### src/clrc_pkg.sv
// Shared constants and types for the circular list core.
`timescale 1ns / 1ps
package clrc_pkg;

	localparam int CMD_W     = 3;
	localparam int ERR_W     = 2;
	localparam int CNT_OUT_W = 7;

	localparam logic [CMD_W-1:0] CMD_INSERT = 3'd0;
	localparam logic [CMD_W-1:0] CMD_DELETE = 3'd1;
	localparam logic [CMD_W-1:0] CMD_ROTATE = 3'd2;
	localparam logic [CMD_W-1:0] CMD_PEEK   = 3'd3;
	localparam logic [CMD_W-1:0] CMD_COUNT  = 3'd4;

	localparam logic [ERR_W-1:0] ERR_OK    = 2'd0;
	localparam logic [ERR_W-1:0] ERR_FULL  = 2'd1;
	localparam logic [ERR_W-1:0] ERR_EMPTY = 2'd2;

	typedef struct packed {
		logic [CNT_OUT_W-1:0] match_count;
		logic [CNT_OUT_W-1:0] entry_count;
		logic [ERR_W-1:0]     error_code;
	} res_stat_t;

endpackage

### src/clrc_ram.sv
// Single-port ring store with synchronous (registered) read.
`timescale 1ns / 1ps
module clrc_ram #(
	parameter int DEPTH = 64,
	parameter int WIDTH = 32
) (
	input  logic                     clk,
	input  logic                     we,
	input  logic                     re,
	input  logic [$clog2(DEPTH)-1:0] addr,
	input  logic [WIDTH-1:0]         wdata,
	output logic [WIDTH-1:0]         rdata
);

	logic [WIDTH-1:0] mem [DEPTH];

	always_ff @(posedge clk) begin
		if (we) begin
			mem[addr] <= wdata;
		end
		if (re) begin
			rdata <= mem[addr];
		end
	end

endmodule

### src/clrc_ctrl.sv
// Command sequencer: front pointer, length, cached front entry and count walk.
`timescale 1ns / 1ps
module clrc_ctrl #(
	parameter int CAPACITY    = 64,
	parameter int VALUE_WIDTH = 32
) (
	input  logic                          clk,
	input  logic                          arst_n,
	input  logic                          in_valid,
	output logic                          in_ready,
	input  logic [clrc_pkg::CMD_W-1:0]    command,
	input  logic [VALUE_WIDTH-1:0]        operand_value,
	output logic                          res_valid,
	input  logic                          res_ready,
	output logic [VALUE_WIDTH-1:0]        res_front,
	output clrc_pkg::res_stat_t           res_stat,
	output logic                          mem_we,
	output logic                          mem_re,
	output logic [$clog2(CAPACITY)-1:0]   mem_addr,
	output logic [VALUE_WIDTH-1:0]        mem_wdata,
	input  logic [VALUE_WIDTH-1:0]        mem_rdata
);

	localparam int PW = $clog2(CAPACITY);
	localparam int CW = $clog2(CAPACITY + 1);
	localparam int SW = CW + 1;

	localparam logic [2:0] ST_IDLE = 3'd0;
	localparam logic [2:0] ST_EXEC = 3'd1;
	localparam logic [2:0] ST_ROTR = 3'd2;
	localparam logic [2:0] ST_RDW  = 3'd3;
	localparam logic [2:0] ST_CNT  = 3'd4;
	localparam logic [2:0] ST_DONE = 3'd5;

	function automatic logic [PW-1:0] ring_next(input logic [PW-1:0] p);
		ring_next = (p == PW'(CAPACITY - 1)) ? '0 : p + 1'b1;
	endfunction

	function automatic logic [PW-1:0] ring_prev(input logic [PW-1:0] p);
		ring_prev = (p == '0) ? PW'(CAPACITY - 1) : p - 1'b1;
	endfunction

	function automatic logic [PW-1:0] ring_add(input logic [PW-1:0] p, input logic [CW-1:0] n);
		logic [SW-1:0] s;
		s = SW'(p) + SW'(n);
		ring_add = (s >= SW'(CAPACITY)) ? PW'(s - SW'(CAPACITY)) : PW'(s);
	endfunction

	logic [2:0]                     state_q;
	logic [clrc_pkg::CMD_W-1:0]     cmd_q;
	logic [VALUE_WIDTH-1:0]         val_q;
	logic [VALUE_WIDTH-1:0]         fv_q;
	logic [PW-1:0]                  front_q;
	logic [PW-1:0]                  ptr_q;
	logic [CW-1:0]                  cnt_q;
	logic [CW-1:0]                  issued_q;
	logic [CW-1:0]                  matches_q;
	logic [clrc_pkg::ERR_W-1:0]     err_q;
	logic                           rd_pend_s1;

	logic full;
	logic empty;
	logic walk_more;

	assign full      = (cnt_q == CW'(CAPACITY));
	assign empty     = (cnt_q == '0);
	assign walk_more = (issued_q != cnt_q);

	assign in_ready  = (state_q == ST_IDLE);
	assign res_valid = (state_q == ST_DONE);
	assign res_front = empty ? '0 : fv_q;
	assign res_stat.match_count = clrc_pkg::CNT_OUT_W'(matches_q);
	assign res_stat.entry_count = clrc_pkg::CNT_OUT_W'(cnt_q);
	assign res_stat.error_code  = err_q;

	always_comb begin
		mem_we    = 1'b0;
		mem_re    = 1'b0;
		mem_addr  = front_q;
		mem_wdata = val_q;
		case (state_q)
			ST_EXEC: begin
				case (cmd_q)
					clrc_pkg::CMD_INSERT: begin
						if (!full) begin
							mem_we   = 1'b1;
							mem_addr = ring_prev(front_q);
						end
					end
					clrc_pkg::CMD_DELETE: begin
						if (cnt_q > CW'(1)) begin
							mem_re   = 1'b1;
							mem_addr = ring_next(front_q);
						end
					end
					clrc_pkg::CMD_ROTATE: begin
						// old front goes to the slot past the tail
						if (!empty) begin
							mem_we    = 1'b1;
							mem_addr  = ring_add(front_q, cnt_q);
							mem_wdata = fv_q;
						end
					end
					default: ;
				endcase
			end
			ST_ROTR: begin
				mem_re = 1'b1;
			end
			ST_CNT: begin
				mem_re   = walk_more;
				mem_addr = ptr_q;
			end
			default: ;
		endcase
	end

	always_ff @(posedge clk or negedge arst_n) begin
		if (!arst_n) begin
			state_q    <= ST_IDLE;
			front_q    <= '0;
			cnt_q      <= '0;
			issued_q   <= '0;
			matches_q  <= '0;
			err_q      <= clrc_pkg::ERR_OK;
			rd_pend_s1 <= 1'b0;
		end else begin
			case (state_q)
				ST_IDLE: begin
					if (in_valid) begin
						cmd_q     <= command;
						val_q     <= operand_value;
						matches_q <= '0;
						err_q     <= clrc_pkg::ERR_OK;
						state_q   <= ST_EXEC;
					end
				end
				ST_EXEC: begin
					state_q <= ST_DONE;
					case (cmd_q)
						clrc_pkg::CMD_INSERT: begin
							if (full) begin
								err_q <= clrc_pkg::ERR_FULL;
							end else begin
								front_q <= ring_prev(front_q);
								cnt_q   <= cnt_q + 1'b1;
								fv_q    <= val_q;
							end
						end
						clrc_pkg::CMD_DELETE: begin
							if (empty) begin
								err_q <= clrc_pkg::ERR_EMPTY;
							end else begin
								front_q <= ring_next(front_q);
								cnt_q   <= cnt_q - 1'b1;
								if (cnt_q > CW'(1)) begin
									state_q <= ST_RDW;
								end
							end
						end
						clrc_pkg::CMD_ROTATE: begin
							// single entry: front value unchanged, no refetch
							if (!empty) begin
								front_q <= ring_next(front_q);
								if (cnt_q != CW'(1)) begin
									state_q <= ST_ROTR;
								end
							end
						end
						clrc_pkg::CMD_PEEK: begin
							if (empty) begin
								err_q <= clrc_pkg::ERR_EMPTY;
							end
						end
						clrc_pkg::CMD_COUNT: begin
							ptr_q    <= front_q;
							issued_q <= '0;
							if (!empty) begin
								state_q <= ST_CNT;
							end
						end
						default: ;
					endcase
				end
				ST_ROTR: begin
					state_q <= ST_RDW;
				end
				ST_RDW: begin
					fv_q    <= mem_rdata;
					state_q <= ST_DONE;
				end
				ST_CNT: begin
					rd_pend_s1 <= walk_more;
					if (walk_more) begin
						ptr_q    <= ring_next(ptr_q);
						issued_q <= issued_q + 1'b1;
					end
					if (rd_pend_s1 && (mem_rdata == val_q)) begin
						matches_q <= matches_q + 1'b1;
					end
					if (!walk_more && !rd_pend_s1) begin
						state_q <= ST_DONE;
					end
				end
				ST_DONE: begin
					if (res_ready) begin
						state_q <= ST_IDLE;
					end
				end
				default: begin
					state_q <= ST_IDLE;
				end
			endcase
		end
	end

endmodule

### src/circular_list_rotate_count_core.sv
// Insert, peek, no-op, error and one-entry commands finish straight from the execute state;
// delete passes through the read-wait state and rotate through the rotate-read and read-wait
// states, as both refetch the new front from the ring store. Count walks the N stored entries
// through the single memory port. One command in flight; the next beat is taken while a
// result waits in the output register.
// arst_n clears the list to empty (front pointer 0, length 0); store not cleared.
`timescale 1ns / 1ps
module circular_list_rotate_count_core #(
	parameter int CAPACITY    = 64,
	parameter int VALUE_WIDTH = 32
) (
	input  logic                             clk,
	input  logic                             arst_n,
	input  logic                             in_valid,
	output logic                             in_ready,
	input  logic [clrc_pkg::CMD_W-1:0]       command,
	input  logic signed [VALUE_WIDTH-1:0]    operand_value,
	output logic                             out_valid,
	input  logic                             out_ready,
	output logic signed [VALUE_WIDTH-1:0]    front_value,
	output logic [clrc_pkg::CNT_OUT_W-1:0]   match_count,
	output logic [clrc_pkg::CNT_OUT_W-1:0]   entry_count,
	output logic [clrc_pkg::ERR_W-1:0]       error_code
);

	localparam int PW = $clog2(CAPACITY);

	logic                      res_valid;
	logic                      res_ready;
	logic [VALUE_WIDTH-1:0]    res_front;
	clrc_pkg::res_stat_t       res_stat;
	logic                      mem_we;
	logic                      mem_re;
	logic [PW-1:0]             mem_addr;
	logic [VALUE_WIDTH-1:0]    mem_wdata;
	logic [VALUE_WIDTH-1:0]    mem_rdata;

	logic                      out_valid_q;
	logic [VALUE_WIDTH-1:0]    front_q;
	clrc_pkg::res_stat_t       stat_q;

	clrc_ctrl #(
		.CAPACITY   (CAPACITY),
		.VALUE_WIDTH(VALUE_WIDTH)
	) u_ctrl (
		.clk          (clk),
		.arst_n       (arst_n),
		.in_valid     (in_valid),
		.in_ready     (in_ready),
		.command      (command),
		.operand_value(operand_value),
		.res_valid    (res_valid),
		.res_ready    (res_ready),
		.res_front    (res_front),
		.res_stat     (res_stat),
		.mem_we       (mem_we),
		.mem_re       (mem_re),
		.mem_addr     (mem_addr),
		.mem_wdata    (mem_wdata),
		.mem_rdata    (mem_rdata)
	);

	clrc_ram #(
		.DEPTH(CAPACITY),
		.WIDTH(VALUE_WIDTH)
	) u_ram (
		.clk  (clk),
		.we   (mem_we),
		.re   (mem_re),
		.addr (mem_addr),
		.wdata(mem_wdata),
		.rdata(mem_rdata)
	);

	// output register decouples the result beat from the sequencer
	assign res_ready = !out_valid_q || out_ready;

	always_ff @(posedge clk or negedge arst_n) begin
		if (!arst_n) begin
			out_valid_q <= 1'b0;
		end else if (res_valid && res_ready) begin
			out_valid_q <= 1'b1;
		end else if (out_ready) begin
			out_valid_q <= 1'b0;
		end
	end

	always_ff @(posedge clk) begin
		if (res_valid && res_ready) begin
			front_q <= res_front;
			stat_q  <= res_stat;
		end
	end

	assign out_valid   = out_valid_q;
	assign front_value = front_q;
	assign match_count = stat_q.match_count;
	assign entry_count = stat_q.entry_count;
	assign error_code  = stat_q.error_code;

endmodule

### config.mk
export PLATFORM = sky130hd
export DESIGN_NAME = circular_list_rotate_count_core
export DESIGN_NICKNAME = d
export VERILOG_FILES = /design/src/clrc_pkg.sv /design/src/clrc_ram.sv /design/src/clrc_ctrl.sv /design/src/circular_list_rotate_count_core.sv
export SDC_FILE = /design/constraint.sdc
export NUM_CORES = 2
export LEC_CHECK = 0
export ABC_AREA = 1
export ABC_CLOCK_PERIOD_IN_PS = 5900
export BUFFER_PORTS_ARGS = -buffer_cell sky130_fd_sc_hd__buf_2
export CORE_UTILIZATION = 40
export CTS_BUF_LIST = sky130_fd_sc_hd__clkbuf_16
export DETAILED_ROUTE_END_ITERATION = 8
export HOLD_SLACK_MARGIN = 0.06
export PLACE_DENSITY = 0.55
export REMOVE_ABC_BUFFERS = 1
export SYNTH_ARGS = -nofsm -noshare
export SYNTH_HDL_FRONTEND = slang
export SYNTH_SLANG_ARGS = --single-unit
### constraint.sdc
create_clock -name clk -period 5.9 [get_ports clk]
set_input_delay 1.18 -clock clk [delete_from_list [all_inputs] [get_ports clk]]
set_output_delay 1.18 -clock clk [all_outputs]
set_load 0.005 [all_outputs]
==> results by group <==
Run status
  – Outcome: complete, no violations

Routing
  – Drt drc: 0
  – Iter 0 DRT Violations: 7,309
  – TritonRoute pass-1 iters: 6
  – Vias/cell: 5.27
  – Routed len/inst: 23.4 microns
  – Detailed Route WL: 286,000 microns
  – Post-route ant nets: 0
  – DR vias: 64,400

Floorplanning
  – Core area: 233,000 sq um
  – FP Rows: 177
  – Initial Util: 40.4%
  – DIE HEIGHT: 487 microns
  – Die W: 487 microns
  – Die footprint: 238,000 sq um
  – Io pins: 89

Synth
  – Number of synthesized flops with an enable pin: 2,201
  – Synth warn: 0
  – Register area share after synthesis: 71.0%
  – Number of synthesized register bits: 2,235
  – Cell Area, Synth: 94,200 sq um
  – Yosys cell types: 39
  – Post-synth ARST share: 1.52%
  – Syn Inst Count: 8,799
  – Mean Syn Cell Area: 10.7 sq um
  – Main synth FF type: edfxtp_1

Power
  – Power Total: 66.1 mW
  – Internal power: 34.9 mW
  – Peak VDD IR: 0.896 mV
  – Sequential Power Share: 28.9%
  – Comb pwr share: 49.2%
  – Clock power frac: 21.9%
  – Sw Share: 47.3%
  – Pwr Density: 616 nW/um^2
  – NetSw: 31.3 mW
  – Leak: 42.8 nW

Timing
  – Max Slew Vio Count: 0
  – Post-route minimum period: 4.85 ns
  – # setup viols final: 0
  – Hold slack: 0.340 ns
  – Final period util: 82.2%
  – RSZ-0062 raised after global routing: no
  – Normalized max-slew margin: 18.1%
  – Fmax: 206 MHz
  – Final Hold Viols: 0
  – Skew final: 0.0421 ns
  – Setup TNS: 0 ns
  – Worst Tran Pin Value: 1.23 ns

Placement
  – Hpwl dp: 161,000 microns
  – IO Port Bufs: 88
  – Post-DP Area: 99,800 sq um
  – GPL Wtd Cong: 0.846

CTS
  – Post-CTS Repair Setup Buffers: 0
  – CTS H-tree lvls: 4
  – Post-CTS Hold Fix Bufs: 0
  – Clock transition at path regs: 0.07 ns
  – Cts repair resizes: 0
  – CTS tree: done
  – Clock net sink count: 2,235
  – Clock tree buffer depth: 3
  – Clk_lat worst skew: 0.91 ns
  – Num CTS Buffers: 235
  – Root Driver: clkbuf_16

Global routing
  – First-pass GRT wire length: 419,000 microns
  – Total GRT Usage: 23.9%
  – Grt total ovfl: 0
  – Largest net degree at the start of global routing: 159
  – Vias in the first global route: 61,600
  – Initial antenna violation count: 12

Run
  – Max-cap violations: 0

Worst setup path
  – CP top delay family: simple AND/OR/NAND/NOR gates
  – Arrival time at the worst endpoint: 5.61 ns
  – Crit-path max FO: 69
  – Critical path startpoint category: flop
  – Crit Path Class: flop to flop
  – Reg2Reg Setup Slack: 1.05 ns
  – WP data required: 6.66 ns
  – CP max stage cell: dfrtp_1
  – Buf/Inv on CP: 7
  – Biggest cell delay along the critical path: 0.46 ns
  – CP endpoint kind: flop
  – Most used cell, CP: nand2_1

Final layout
  – Layout area overhead: 13.9%
  – Most common cell after layout, fill and taps aside: nand2_1
  – FF/Latch Area: 66,900 sq um
  – Finished layout cell area: 107,000 sq um
  – Fin util: 46.0%
  – Nets: 8,931
  – Commonest non-fill, non-tap cells in the layout: nand2_1 (4,277), edfxtp_1 (2,201), nand3_1 (904)
  – Fill count: 21,500
  – Multi-input gate area: 25,200 sq um
  – Fraction of layout cells with a size suffix above 1: 8.95%

Min path
  – Hold WC Path Type: primary input to asynchronous set/reset pin
## worst reg2reg max path, cell delays in order (launching register included)
cell	delay, ns
dfrtp_1	0.46
inv_1	0.22
ha_1	0.22
inv_1	0.05
nor2_2	0.18
nand2_2	0.13
inv_2	0.14
nand2_1	0.08
nand3_1	0.10
nand3_1	0.10
nand2_1	0.16
nand2_8	0.27
nand2_8	0.37
buf_12	0.33
buf_12	0.40
buf_4	0.36
nand2_1	0.09
nand2_1	0.07
nand2_1	0.06
nand2_1	0.07
o21ai_0	0.09
nand2_1	0.22
nand2_1	0.19
nand2_1	0.19
inv_1	0.06
nand2_1	0.08
## power groups by stage
stage          Combinational [mW]  Clock [mW]  Sequential [mW]
6_report                     32.6        14.5             19.1
5_1_grt                      35.6        15.3             19.2
4_1_cts                      32.4        14.7             19.1
3_5_place_dp                 32.2           0             19.4
3_3_place_gp                 32.2           0             19.4
2_1_floorplan                12.6           0             19.3
## registers in the layout, indices dropped and copies added, names as in the netlist, 7 cells and up
register	count
u_ram.mem	2048
front_value	32
u_ctrl.fv_q	32
u_ctrl.val_q	32
u_ram.rdata	32
entry_count	7
match_count	7
u_ctrl.cnt_q	7
u_ctrl.issued_q	7
u_ctrl.matches_q	7
## layer usage
layer	part of all wire [%]	GRT usage, %
met1	43	33.7
met2	47	38.3
met3	7.7	3.91
met4	2.4	6.18
met5	0.082	0.572
## Yosys cell counts (all sizes together) (2+ instances only)
library cell | n | area, sq um
clkbuf | 226 | 848
dfrtp | 34 | 851
buf | 269 | 1410
and3 | 2 | 12.5
a21oi | 39 | 203
nand2 | 4283 | 16100
xnor2 | 11 | 96.3
inv | 207 | 777
o2111ai | 6 | 52.6
xor2 | 27 | 236
nor2 | 168 | 663
o21a | 2 | 15.0
o211ai | 4 | 30.0
nand3 | 906 | 4530
nor3 | 16 | 80.1
a221oi | 2 | 17.5
mux2 | 10 | 113
ha | 15 | 188
o21ai | 336 | 1680
a211oi | 2 | 15.0
o31ai | 4 | 30.0
o22ai | 13 | 81.3
nand4 | 11 | 68.8
edfxtp | 2201 | 66100
## final timing paths
path	to	from	depth (start not counted)
worst max-delay path	u_ram.rdata[10]$_DFFE_PP_	u_ctrl.cnt_q[1]$_DFFE_PN0P_	25
worst min-delay path	u_ctrl.err_q[1]$_DFFE_PN0P_	arst_n	2
worst max register to register	u_ram.rdata[10]$_DFFE_PP_	u_ctrl.cnt_q[1]$_DFFE_PN0P_	25
worst min register to register	match_count[5]$_DFFE_PP_	u_ctrl.matches_q[5]$_DFFE_PN0P_	0
max in group asynchronous	u_ctrl.front_q[4]$_DFFE_PN0P_	arst_n	2
min in group clk	u_ctrl.val_q[8]$_DFFE_PP_	operand_value[8]	1
## stage by stage
step | instances | setup WS [ns]
after floorplan | 8304 | -19.63
after global placement | 11800 | 1.19
after detailed placement | 11800 | 1.14
after CTS | 12200 | 1.10
after global routing | 12200 | 0.700
final | 12200 | 1.05
## final cells by class
type	instances	area share [%]
antenna	1	0.00233
clock buffer	239	5.57
clock inverter	204	1.43
inverter	207	0.740
multi-input combinational	5862	23.5
sequential	2235	62.4
tap	3132	3.65
timing repair buffer	335	2.72
## cells by family (layout without fill, tap and decap cells)
kind of cell,after synthesis,count (layout),share of synthesized area [%]
xor+xnor,38,38,0.353
simple gates,5388,5388,22.8
mux,10,10,0.119
other cells,0,1,0
buf+inv,702,985,3.22
fa+ha+maj,16,16,0.220
flops,2235,2235,71.0
compound gates,410,410,2.27
(Power assumes the default switching activity.)
